### config.mk
export PLATFORM = sky130hd
export DESIGN_NAME = ptf_front
export DESIGN_NICKNAME = d
export VERILOG_FILES = /design/src/hw/rtl/ptf_pkg.sv /design/src/hw/rtl/ptf_front.sv
export SDC_FILE = /design/constraint.sdc
export NUM_CORES = 1
export LEC_CHECK = 0
export ABC_CLOCK_PERIOD_IN_PS = 4900
export BUFFER_PORTS_ARGS = -buffer_cell sky130_fd_sc_hd__buf_2
export CAP_MARGIN = 10
export CORE_MARGIN = 2
export CORE_UTILIZATION = 36
export DETAILED_ROUTE_END_ITERATION = 8
export PLACE_DENSITY = 0.95
export RECOVER_POWER = 100
export SETUP_SLACK_MARGIN = 0.02
export SLEW_MARGIN = 20
export SYNTH_ARGS = -nofsm -noshare
export SYNTH_HDL_FRONTEND = slang
export SYNTH_SLANG_ARGS = --single-unit
### constraint.sdc
create_clock -name vclk -period 4.9
set_clock_uncertainty 0.15 [all_clocks]
set_input_delay 0.98 -clock vclk [all_inputs]
set_output_delay 0.98 -clock vclk [all_outputs]
set_load 0.005 [all_outputs]
### src/hw/rtl/ptf_pkg.sv
// ----------------------------------------------------------------------------
// ptf_pkg
// Shared constants, register map, configuration type and the coordinate
// wrap function of the paletted texel fetch block.
// ----------------------------------------------------------------------------
package ptf_pkg;

  localparam int VramColumnsDef = 1024;
  localparam int VramRowsDef    = 512;
  localparam int QueueDepth     = 2;

  localparam int CfgAddrW = 5;
  localparam int RegIdxW  = 3;

  localparam logic [RegIdxW-1:0] RegTextureMode  = 3'd0;
  localparam logic [RegIdxW-1:0] RegPageBaseX    = 3'd1;
  localparam logic [RegIdxW-1:0] RegPageBaseY    = 3'd2;
  localparam logic [RegIdxW-1:0] RegPaletteBaseX = 3'd3;
  localparam logic [RegIdxW-1:0] RegPaletteBaseY = 3'd4;
  localparam logic [RegIdxW-1:0] RegWindowMasks  = 3'd5;
  localparam logic [RegIdxW-1:0] RegSemiEnable   = 3'd6;

  localparam logic [1:0] ModePal4   = 2'd0;
  localparam logic [1:0] ModePal8   = 2'd1;
  localparam logic [1:0] ModeDirect = 2'd2;

  localparam logic FuncWrite = 1'b0;
  localparam logic FuncFetch = 1'b1;

  localparam logic [31:0] WindowMasksRst = 32'h0000_FFFF;
  localparam logic [7:0]  AlphaHalf      = 8'd128;
  localparam logic [7:0]  AlphaFull      = 8'd255;

  // base of up to 10 bits plus an offset of up to 8 bits
  localparam int WrapW     = 11;
  localparam int WrapSteps = 5;

  typedef struct packed {
    logic [1:0]  tex_format;
    logic [9:0]  page_base_x;
    logic [8:0]  page_base_y;
    logic [9:0]  palette_base_x;
    logic [8:0]  palette_base_y;
    logic [31:0] window_masks;
    logic        semi_en;
  } ptf_cfg_t;

  // restoring reduction modulo a constant of at least 64
  function automatic logic [WrapW-1:0] wrap_coord(input logic [WrapW-1:0] x,
                                                  input int unsigned m);
    logic [31:0] r;
    r = 32'(x);
    for (int k = WrapSteps - 1; k >= 0; k--) begin
      if (r >= (m << k)) begin
        r = r - (m << k);
      end
    end
    return r[WrapW-1:0];
  endfunction

endpackage

### src/hw/rtl/ptf_front.sv
// ----------------------------------------------------------------------------
// ptf_front
// Classifies an incoming item, applies the texture window and forms the
// wrapped video memory address of the write or of the texture page read.
// ----------------------------------------------------------------------------
module ptf_front #(
  parameter  int VRAM_COLUMNS = ptf_pkg::VramColumnsDef,
  parameter  int VRAM_ROWS    = ptf_pkg::VramRowsDef,
  localparam int AddrW        = $clog2(VRAM_COLUMNS * VRAM_ROWS),
  localparam int EntW         = AddrW + 19
) (
  input  ptf_pkg::ptf_cfg_t cfg,
  input  logic              in_func,
  input  logic [9:0]        in_vram_x,
  input  logic [8:0]        in_vram_y,
  input  logic [15:0]       in_write_data,
  input  logic [7:0]        in_tex_u,
  input  logic [7:0]        in_tex_v,
  output logic [EntW-1:0]   ent
);
  import ptf_pkg::*;

  logic [7:0]       u_win;
  logic [7:0]       v_win;
  logic [WrapW-1:0] col_sum;
  logic [WrapW-1:0] row_sum;
  logic [WrapW-1:0] col_w;
  logic [WrapW-1:0] row_w;
  logic [AddrW-1:0] addr;

  always_comb begin
    u_win = (in_tex_u & cfg.window_masks[7:0]) | cfg.window_masks[23:16];
    v_win = (in_tex_v & cfg.window_masks[15:8]) | cfg.window_masks[31:24];
    if (in_func == FuncWrite) begin
      col_sum = WrapW'(in_vram_x);
      row_sum = WrapW'(in_vram_y);
    end else begin
      case (cfg.tex_format)
        ModePal4: col_sum = WrapW'(cfg.page_base_x) + WrapW'(u_win[7:2]);
        ModePal8: col_sum = WrapW'(cfg.page_base_x) + WrapW'(u_win[7:1]);
        default:  col_sum = WrapW'(cfg.page_base_x) + WrapW'(u_win);
      endcase
      row_sum = WrapW'(cfg.page_base_y) + WrapW'(v_win);
    end
    col_w = wrap_coord(col_sum, VRAM_COLUMNS);
    row_w = wrap_coord(row_sum, VRAM_ROWS);
    addr  = AddrW'(32'(row_w) * 32'(VRAM_COLUMNS) + 32'(col_w));
  end

  assign ent = {in_func, u_win[1:0], in_write_data, addr};

endmodule

==> results_dict.tcl <==
set metrics [dict create \
    ys_warn_count 0 \
    synth.distinct_cells 48 \
    path_cells "buf_2, mux2_2, o21ai_0, ha_1, inv_1, fa_1, nor2b_1, o21ai_1, a21boi_2, o2111ai_1, and3b_1, o31ai_1, clkbuf_1" \
    cp_max_fo 7 \
    drv_slew 0 \
    die_area_um2 4640 \
    drv_cap 0 \
    grt_antenna_before_repair 0 \
    ys_seq_area_share_pct 0 \
    hpwl_um 3630 \
    syn-num-nets 347 \
    die_h_um 68.1 \
    synth_top_cell_by_area "ha_1" \
    routed_wl_um 4230 \
    layout-drive-gt1-share_pct 38.8 \
    grt_overflow_total 0 \
    synth_area_um2 1480 \
    layout_common_cells "97 x buf_2, 18 x a21oi_1, 18 x ha_1, 15 x nor2_1" \
    nFillCells 395 \
    hold_buffers 0 \
    wl_per_cell_um 12.4 \
    grt_max_degree 25 \
    p_leak_nw 1.03 \
    io-pin-count 163 \
    ir_drop_mv 0.0616 \
    final_common_cell "buf_2" \
    worstMarginPinSlew_ns 1.17 \
    fin_ws_ns 0.272 \
    grt_setup_unrepaired "no" \
    path_buf_inv 3 \
    min_period_ns 4.63 \
    slew_headroom_pct 22.3 \
    finalCritPeriodShare_pct 94.5 \
    hold_viol_final 0 \
    grt_first_pass_wirelength_um 6290 \
    synth_area_leaders "ha_1 15%, buf_4 8.6%, a21o_1 6.6%" \
    area.growth.synth_to_final_pct 30.5 \
    final-seq-area_um2 0 \
    required_ns 3.77 \
    avgSynthCellArea_um2 7.32 \
    path_delay_family "compound AO/OA/AOI/OAI gates" \
    highest_layer "met4" \
    io_buffers 111 \
    firstDrtPassIters 4 \
    setup_violations 0 \
    fmax_mhz 216 \
    wl_met2_um 2190 \
    critPathKind "in2out" \
    place_congestion 0.765 \
    start_kind "input port" \
    core_area_um2 3970 \
    design_area_um2 1930 \
    max_stage_delay_ns 0.40 \
    final_antenna_net_count 0 \
    hold_class "in2out" \
    grt_usage_pct 16.5 \
    start_util_pct 37.2 \
    vias 1748 \
    n_antenna_cell 0 \
    tns_ns 0 \
    routed-wl-met3_um 292 \
    placedInstanceArea_um2 1950 \
    n_sequential_cell 0 \
    num_rows 23 \
    power_density_nw_per_um2 122 \
    yosysTopAreaCellShare_pct 15.2 \
    slowest_stage "fa_1" \
    place_worst_setup_slack_ns 0.234 \
    grt_pass1_vias 1556 \
    drc 0 \
    drt_iter0_drc 56 \
    die_w_um 68.1 \
    status "completed" \
    crit_path_end_kind "primary output" \
    syn_inst 202 \
    nNetsFinal 438 \
    wl_met1_um 1720 \
    worst_ep_arrival_time_ns 3.50 \
    vias_per_cell 5.13 \
    clock_buffers 0 \
]
path summary, 6_finish.rpt:
kind	from	endpoint	slack, ns	cells after the start
max	cfg[71]	ent[8]	0.27	13
min	in_write_data[2]	ent[21]	1.81	0
per-layer routing:
layer	vias up	track usage, %
li1	894	-
met2	73	32.5
met1	775	20.1
met3	6	0.822
met4	0	1.25
met5	-	0
layout make-up:
| cell class | count | area [µm²] | area share, % |
|---|---|---|---|
| multi-input combinational | 168 | 1280 | 66.3 |
| tap | 50 | 62.6 | 3.24 |
| timing repair buffer | 111 | 543 | 28.1 |
| inverter | 12 | 45.0 | 2.33 |
cells by family (layout without fill, tap and decap cells):
kind of cell | Yosys count | after routing | share of synthesized area (%)
XOR/XNOR | 12 | 12 | 7.11
adder cells (fa/ha/maj) | 20 | 20 | 17.9
AND/OR/NAND/NOR | 49 | 49 | 17.9
AO/OA/AOI/OAI | 71 | 71 | 33.0
multiplexers | 15 | 15 | 10.8
other | 1 | 1 | 0.254
buffers and inverters | 34 | 123 | 13.0
through the flow:
step           std cells  util, %  hold slack [ns]  total power [mW]
2_1_floorplan        202        -             1.89             0.163
3_3_place_gp         341     49.1             1.81             0.229
3_5_place_dp         341     49.1             1.81             0.237
4_1_cts              341     49.1             1.81             0.239
5_1_grt              341     48.6             1.81             0.264
6_report             341     48.6             1.81             0.236
cells in the mapped netlist (all sizes together) (3+ instances only):
master / instances
buf: 19
a21oi: 18
mux2: 8
xor2: 4
mux2i: 7
ha: 18
o21ai: 11
a211oi: 3
nand2: 13
nor2: 15
nor2b: 6
o31ai: 3
clkbuf: 3
o211ai: 5
inv: 12
xnor2: 8
a21o: 13
o21a: 4
timing repair:
action / CTS / global route
setup buffers: 0 / 0
resized for setup: 0 / 1
endpoints found under the setup margin: 0 / 1
hold endpoints to repair: 0 / 0
power breakdown:
part	total, mW	switching [mW]	internal (mW)
logic	0.236	0.118	0.118
clock network	0	0	0
registers	0	0	0
No activity file was read; power rests on OpenSTA's default activity.
