$ cat src/hw/rtl/ptf_pkg.sv
// ----------------------------------------------------------------------------
// ptf_pkg
// Shared constants, register map, configuration type and the coordinate
// wrap function of the paletted texel fetch block.
// ----------------------------------------------------------------------------
package ptf_pkg;

  localparam int VramColumnsDef = 1024;
  localparam int VramRowsDef    = 512;
  localparam int QueueDepth     = 2;

  localparam int CfgAddrW = 5;
  localparam int RegIdxW  = 3;

  localparam logic [RegIdxW-1:0] RegTextureMode  = 3'd0;
  localparam logic [RegIdxW-1:0] RegPageBaseX    = 3'd1;
  localparam logic [RegIdxW-1:0] RegPageBaseY    = 3'd2;
  localparam logic [RegIdxW-1:0] RegPaletteBaseX = 3'd3;
  localparam logic [RegIdxW-1:0] RegPaletteBaseY = 3'd4;
  localparam logic [RegIdxW-1:0] RegWindowMasks  = 3'd5;
  localparam logic [RegIdxW-1:0] RegSemiEnable   = 3'd6;

  localparam logic [1:0] ModePal4   = 2'd0;
  localparam logic [1:0] ModePal8   = 2'd1;
  localparam logic [1:0] ModeDirect = 2'd2;

  localparam logic FuncWrite = 1'b0;
  localparam logic FuncFetch = 1'b1;

  localparam logic [31:0] WindowMasksRst = 32'h0000_FFFF;
  localparam logic [7:0]  AlphaHalf      = 8'd128;
  localparam logic [7:0]  AlphaFull      = 8'd255;

  // base of up to 10 bits plus an offset of up to 8 bits
  localparam int WrapW     = 11;
  localparam int WrapSteps = 5;

  typedef struct packed {
    logic [1:0]  tex_format;
    logic [9:0]  page_base_x;
    logic [8:0]  page_base_y;
    logic [9:0]  palette_base_x;
    logic [8:0]  palette_base_y;
    logic [31:0] window_masks;
    logic        semi_en;
  } ptf_cfg_t;

  // restoring reduction modulo a constant of at least 64
  function automatic logic [WrapW-1:0] wrap_coord(input logic [WrapW-1:0] x,
                                                  input int unsigned m);
    logic [31:0] r;
    r = 32'(x);
    for (int k = WrapSteps - 1; k >= 0; k--) begin
      if (r >= (m << k)) begin
        r = r - (m << k);
      end
    end
    return r[WrapW-1:0];
  endfunction

endpackage

$ cat src/hw/rtl/ptf_queue.sv
// ----------------------------------------------------------------------------
// ptf_queue
// Short first-in first-out queue between the front and the back end.
// ----------------------------------------------------------------------------
module ptf_queue #(
  parameter  int WIDTH = 8,
  parameter  int DEPTH = ptf_pkg::QueueDepth,
  localparam int PtrW  = (DEPTH > 1) ? $clog2(DEPTH) : 1,
  localparam int CntW  = $clog2(DEPTH + 1)
) (
  input  logic             clk,
  input  logic             rst_n,
  input  logic             push,
  input  logic [WIDTH-1:0] push_data,
  input  logic             pop,
  output logic             full,
  output logic             not_empty,
  output logic [WIDTH-1:0] head_data
);

  logic [WIDTH-1:0] slot_r [DEPTH];
  logic [PtrW-1:0]  wr_ptr_r;
  logic [PtrW-1:0]  wr_ptr_nxt;
  logic [PtrW-1:0]  rd_ptr_r;
  logic [PtrW-1:0]  rd_ptr_nxt;
  logic [CntW-1:0]  cnt_r;
  logic [CntW-1:0]  cnt_nxt;

  function automatic logic [PtrW-1:0] ptr_inc(input logic [PtrW-1:0] p);
    return (p == PtrW'(DEPTH - 1)) ? '0 : p + 1'b1;
  endfunction

  always_comb begin
    wr_ptr_nxt = push ? ptr_inc(wr_ptr_r) : wr_ptr_r;
    rd_ptr_nxt = pop ? ptr_inc(rd_ptr_r) : rd_ptr_r;
    cnt_nxt    = cnt_r;
    if (push && !pop) begin
      cnt_nxt = cnt_r + 1'b1;
    end else if (pop && !push) begin
      cnt_nxt = cnt_r - 1'b1;
    end
  end

  always_ff @(posedge clk) begin
    if (!rst_n) begin
      wr_ptr_r <= '0;
      rd_ptr_r <= '0;
      cnt_r    <= '0;
    end else begin
      wr_ptr_r <= wr_ptr_nxt;
      rd_ptr_r <= rd_ptr_nxt;
      cnt_r    <= cnt_nxt;
    end
  end

  always_ff @(posedge clk) begin
    if (push) begin
      slot_r[wr_ptr_r] <= push_data;
    end
  end

  assign full      = (cnt_r == CntW'(DEPTH));
  assign not_empty = (cnt_r != '0);
  assign head_data = slot_r[rd_ptr_r];

  a_cnt_bound: assert property (@(posedge clk) disable iff (!rst_n)
    cnt_r <= CntW'(DEPTH))
    else $error("queue count beyond depth");

  a_no_push_full: assert property (@(posedge clk) disable iff (!rst_n)
    full |-> !push)
    else $error("push into a full queue");

  a_cnt_grow: assert property (@(posedge clk) disable iff (!rst_n)
    (push && !pop) |=> (cnt_r == CntW'($past(cnt_r) + 1'b1)))
    else $error("queue count lost a push");

endmodule

$ cat config.mk
export PLATFORM = sky130hd
export DESIGN_NAME = ptf_queue
export DESIGN_NICKNAME = d
export VERILOG_FILES = /design/src/hw/rtl/ptf_pkg.sv /design/src/hw/rtl/ptf_queue.sv
export SDC_FILE = /design/constraint.sdc
export NUM_CORES = 1
export LEC_CHECK = 0
export BUFFER_PORTS_ARGS = -buffer_cell sky130_fd_sc_hd__buf_2
export CAP_MARGIN = 25
export CORE_UTILIZATION = 56
export CTS_BUF_LIST = sky130_fd_sc_hd__clkbuf_8
export DETAILED_ROUTE_END_ITERATION = 8
export MAX_ROUTING_LAYER = met4
export PLACE_DENSITY = 0.85
export SKIP_CTS_REPAIR_TIMING = 1
export SYNTH_ARGS = -nofsm -noshare
export SYNTH_HDL_FRONTEND = slang
export SYNTH_SLANG_ARGS = --single-unit
$ cat constraint.sdc
create_clock -name clk -period 1.9 [get_ports clk]
set_clock_uncertainty 0.05 [all_clocks]
set_input_delay 0 -clock clk [delete_from_list [all_inputs] [get_ports clk]]
set_output_delay 0 -clock clk [all_outputs]
set_load 0.01 [all_outputs]
==> impl_metrics.yaml <==
clock_network:
  tritoncts: "built"
  cts.reportedPaths.clkPinSlew_ps: 70
  cts_max_level: 1
  tritoncts_num_sinks: 21
  max-clock-path-buffers: 2
  cts-buffers-inserted: 3
  insertion_delay_ps: 250
  clockRootBuffer: "clkbuf_8"
critical_path:
  critical_path.startpoint_type: "flip-flop"
  critical_path.max_stage_delay_ps: 540
  path_type_of_the_worst_setup_path: "reg2out"
  ff2ff_path_depth: 1
  cp_slowest_cell: "dfxtp_1"
  timing.critical_path.cells: "mux2_2 > buf_2"
  arrival_ps: 1330
  worst_setup_path_end_kind: "output port"
  critPathRequiredTime_ps: 1850
  crit_path_max_fanout: 8
timing:
  crit_path_time_final_ps: 1380
  finalHoldWorstSlack_ps: 52.1
  layout_worst_path_cycle_share: 0.727
  rsz0062_at_grt: "no"
  timing_max_transition_violations_final: 0
  slew_limit_headroom: 0.513
  timing_worst_slew_pin_value_ps: 729
  setup_total_negative_slack_ps: 0
  max_clock_freq_ghz: 0.724
  finalSetupViolations: 0
  finalHoldViolations: 0
synth:
  proportion_of_netlist_area_held_by_the_largest_area_contributor: 0.603
  yosys.area.top_type: "edfxtp_1"
  syn_area_per_cell_um2: 17.0
  netlist_instances: 47
  seq_area_frac_synth: 0.728
  number_of_nets_produced_by_synthesis: 60
  synth_area_leaders: "edfxtp_1, dfxtp_1, mux2_2, and2_1, xor2_1"
  synth_area_um2: 797
  post_synth_num_cell_types: 16
  ys_seq_elements: 21
  synth.yosys.warnings: 0
flow_run:
  max_cap_violations: 0
drt:
  drc: 0
  wire_length_per_cell_um: 14.3
  drt-initial-drc-count: 10
  via_count: 475
  post_detailed_routing_wire_length_um: 1360
  drtAntennaViolNets: 0
  firstDrtPassIters: 4
  vias_per_cell: 5.00
run_status:
  outcome: "complete, no violations"
power_and_ir_drop:
  p_per_area_mw_per_mm2: 908
  power.static_leakage_uw: 0.000429
  worst_ir_drop_vdd_mv: 0.760
floorplanning:
  boundaryPins: 22
  die_width_um: 39.7
  row_count: 13
  initial_utilization: 0.605
  die_height_um: 39.7
  floorplan.die_area_mm2: 0.00158
  placeableCoreArea_mm2: 0.00132
placed_design:
  place_congestion: 0.698
  dpl.cell_count: 82
  dp.final_hpwl_um: 862
  port_buffers: 21
  postPlaceCellArea_um2: 916
hold_path:
  whs_path_depth: 3
  holdCritPathClass: "in2reg"
global_routing:
  total_global_route_track_usage: 0.185
  antenna_violations_before_repair: 0
  grt_start_max_net_pins: 13
  first_global_vias: 368
  grt_pass1_wl_um: 1710
  grt_overflow_total: 0
finish:
  fin_nets: 94
  nFillCells: 72
  layout-drive-gt1-share: 0.438
  stdcell_area_mm2: 0.00105
  final_cell_mix: "buf_2, edfxtp_1, dlygate4sd3_1, mux2_2, dfxtp_1"
  fin_util: 0.799
  growth_of_design_area_from_synthesis_to_finish_pct: 32.0
  register_area_um2: 581
  layout_commonest_cell: "buf_2"
  multi_input_combinational_cell_area_um2: 208
  diodes: 0
  final-instance-count-excl-fill: 95
-- worst max-delay path: cells and delay by family (launching register included) --
kind	cells	cell delay, ps
muxes	1	400
DFF	1	540
buffers and inverters	1	140
-- worst paths after layout --
kind	start	to	slack, ps
max	flip-flop	head_data[5]	520
min	pop	rd_ptr_r$_SDFFE_PN0P_	50
max reg2reg	wr_ptr_r$_SDFFE_PN0P_	slot_r[0][0]$_DFFE_PP_	600
min reg2reg	cnt_r[1]$_SDFFE_PN0P_	cnt_r[1]$_SDFFE_PN0P_	450
-- synth_stat cells --
library cell	instances
dfxtp_1	5
a21boi_1	1
xor2_1	2
xnor2_1	1
and2b_2	1
edfxtp_1	16
nor2b_1	2
buf_2	1
and2_1	4
inv_1	1
o21a_1	1
o21ai_0	1
or2_2	1
or3_1	1
ha_1	1
mux2_2	8
-- sequential cells by signal, indices dropped and copies added, names as in the netlist, named ones only --
register,cells
rd_ptr_r,1
wr_ptr_r,1
cnt_r,2
slot_r,16
-- cell type report --
cell class,instances,share of cell area
Clock buffer,3,0.0392
Clock inverter,1,0.00476
Inverter,1,0.00357
Multi-Input combinational cell,24,0.197
Sequential cell,21,0.552
Tap cell,15,0.0178
Timing Repair Buffer,30,0.185
-- metal layers --
metal,part of all wire,GRT usage
met5,0,-
met4,0.016,0.129
met3,0.040,0.0341
met2,0.52,0.279
met1,0.43,0.225
-- stage by stage --
step                      power, uW  setup WS, ps
final                           956           519
after global routing            999           467
after CTS                       951           511
after detailed placement        673           595
after global placement          667           633
after floorplan                 625           746
-- power by group --
group	switching, uW	leakage [uW]	internal, uW
combinational	56.9	0.000212	77.3
sequential	18.2	0.000192	526
clock	132	0.0000255	146
total	207	0.000429	749
-- cell families after synthesis --
family                   after synthesis  share of synthesized area
XOR/XNOR                               3                     0.0330
flip-flops                            21                      0.728
buffers and inverters                  2                     0.0110
multiplexers                           8                      0.113
AO/OA/AOI/OAI                          3                     0.0251
adder cells (fa/ha/maj)                1                     0.0157
AND/OR/NAND/NOR                        9                     0.0738
No activity file was read; power rests on OpenSTA's default activity.
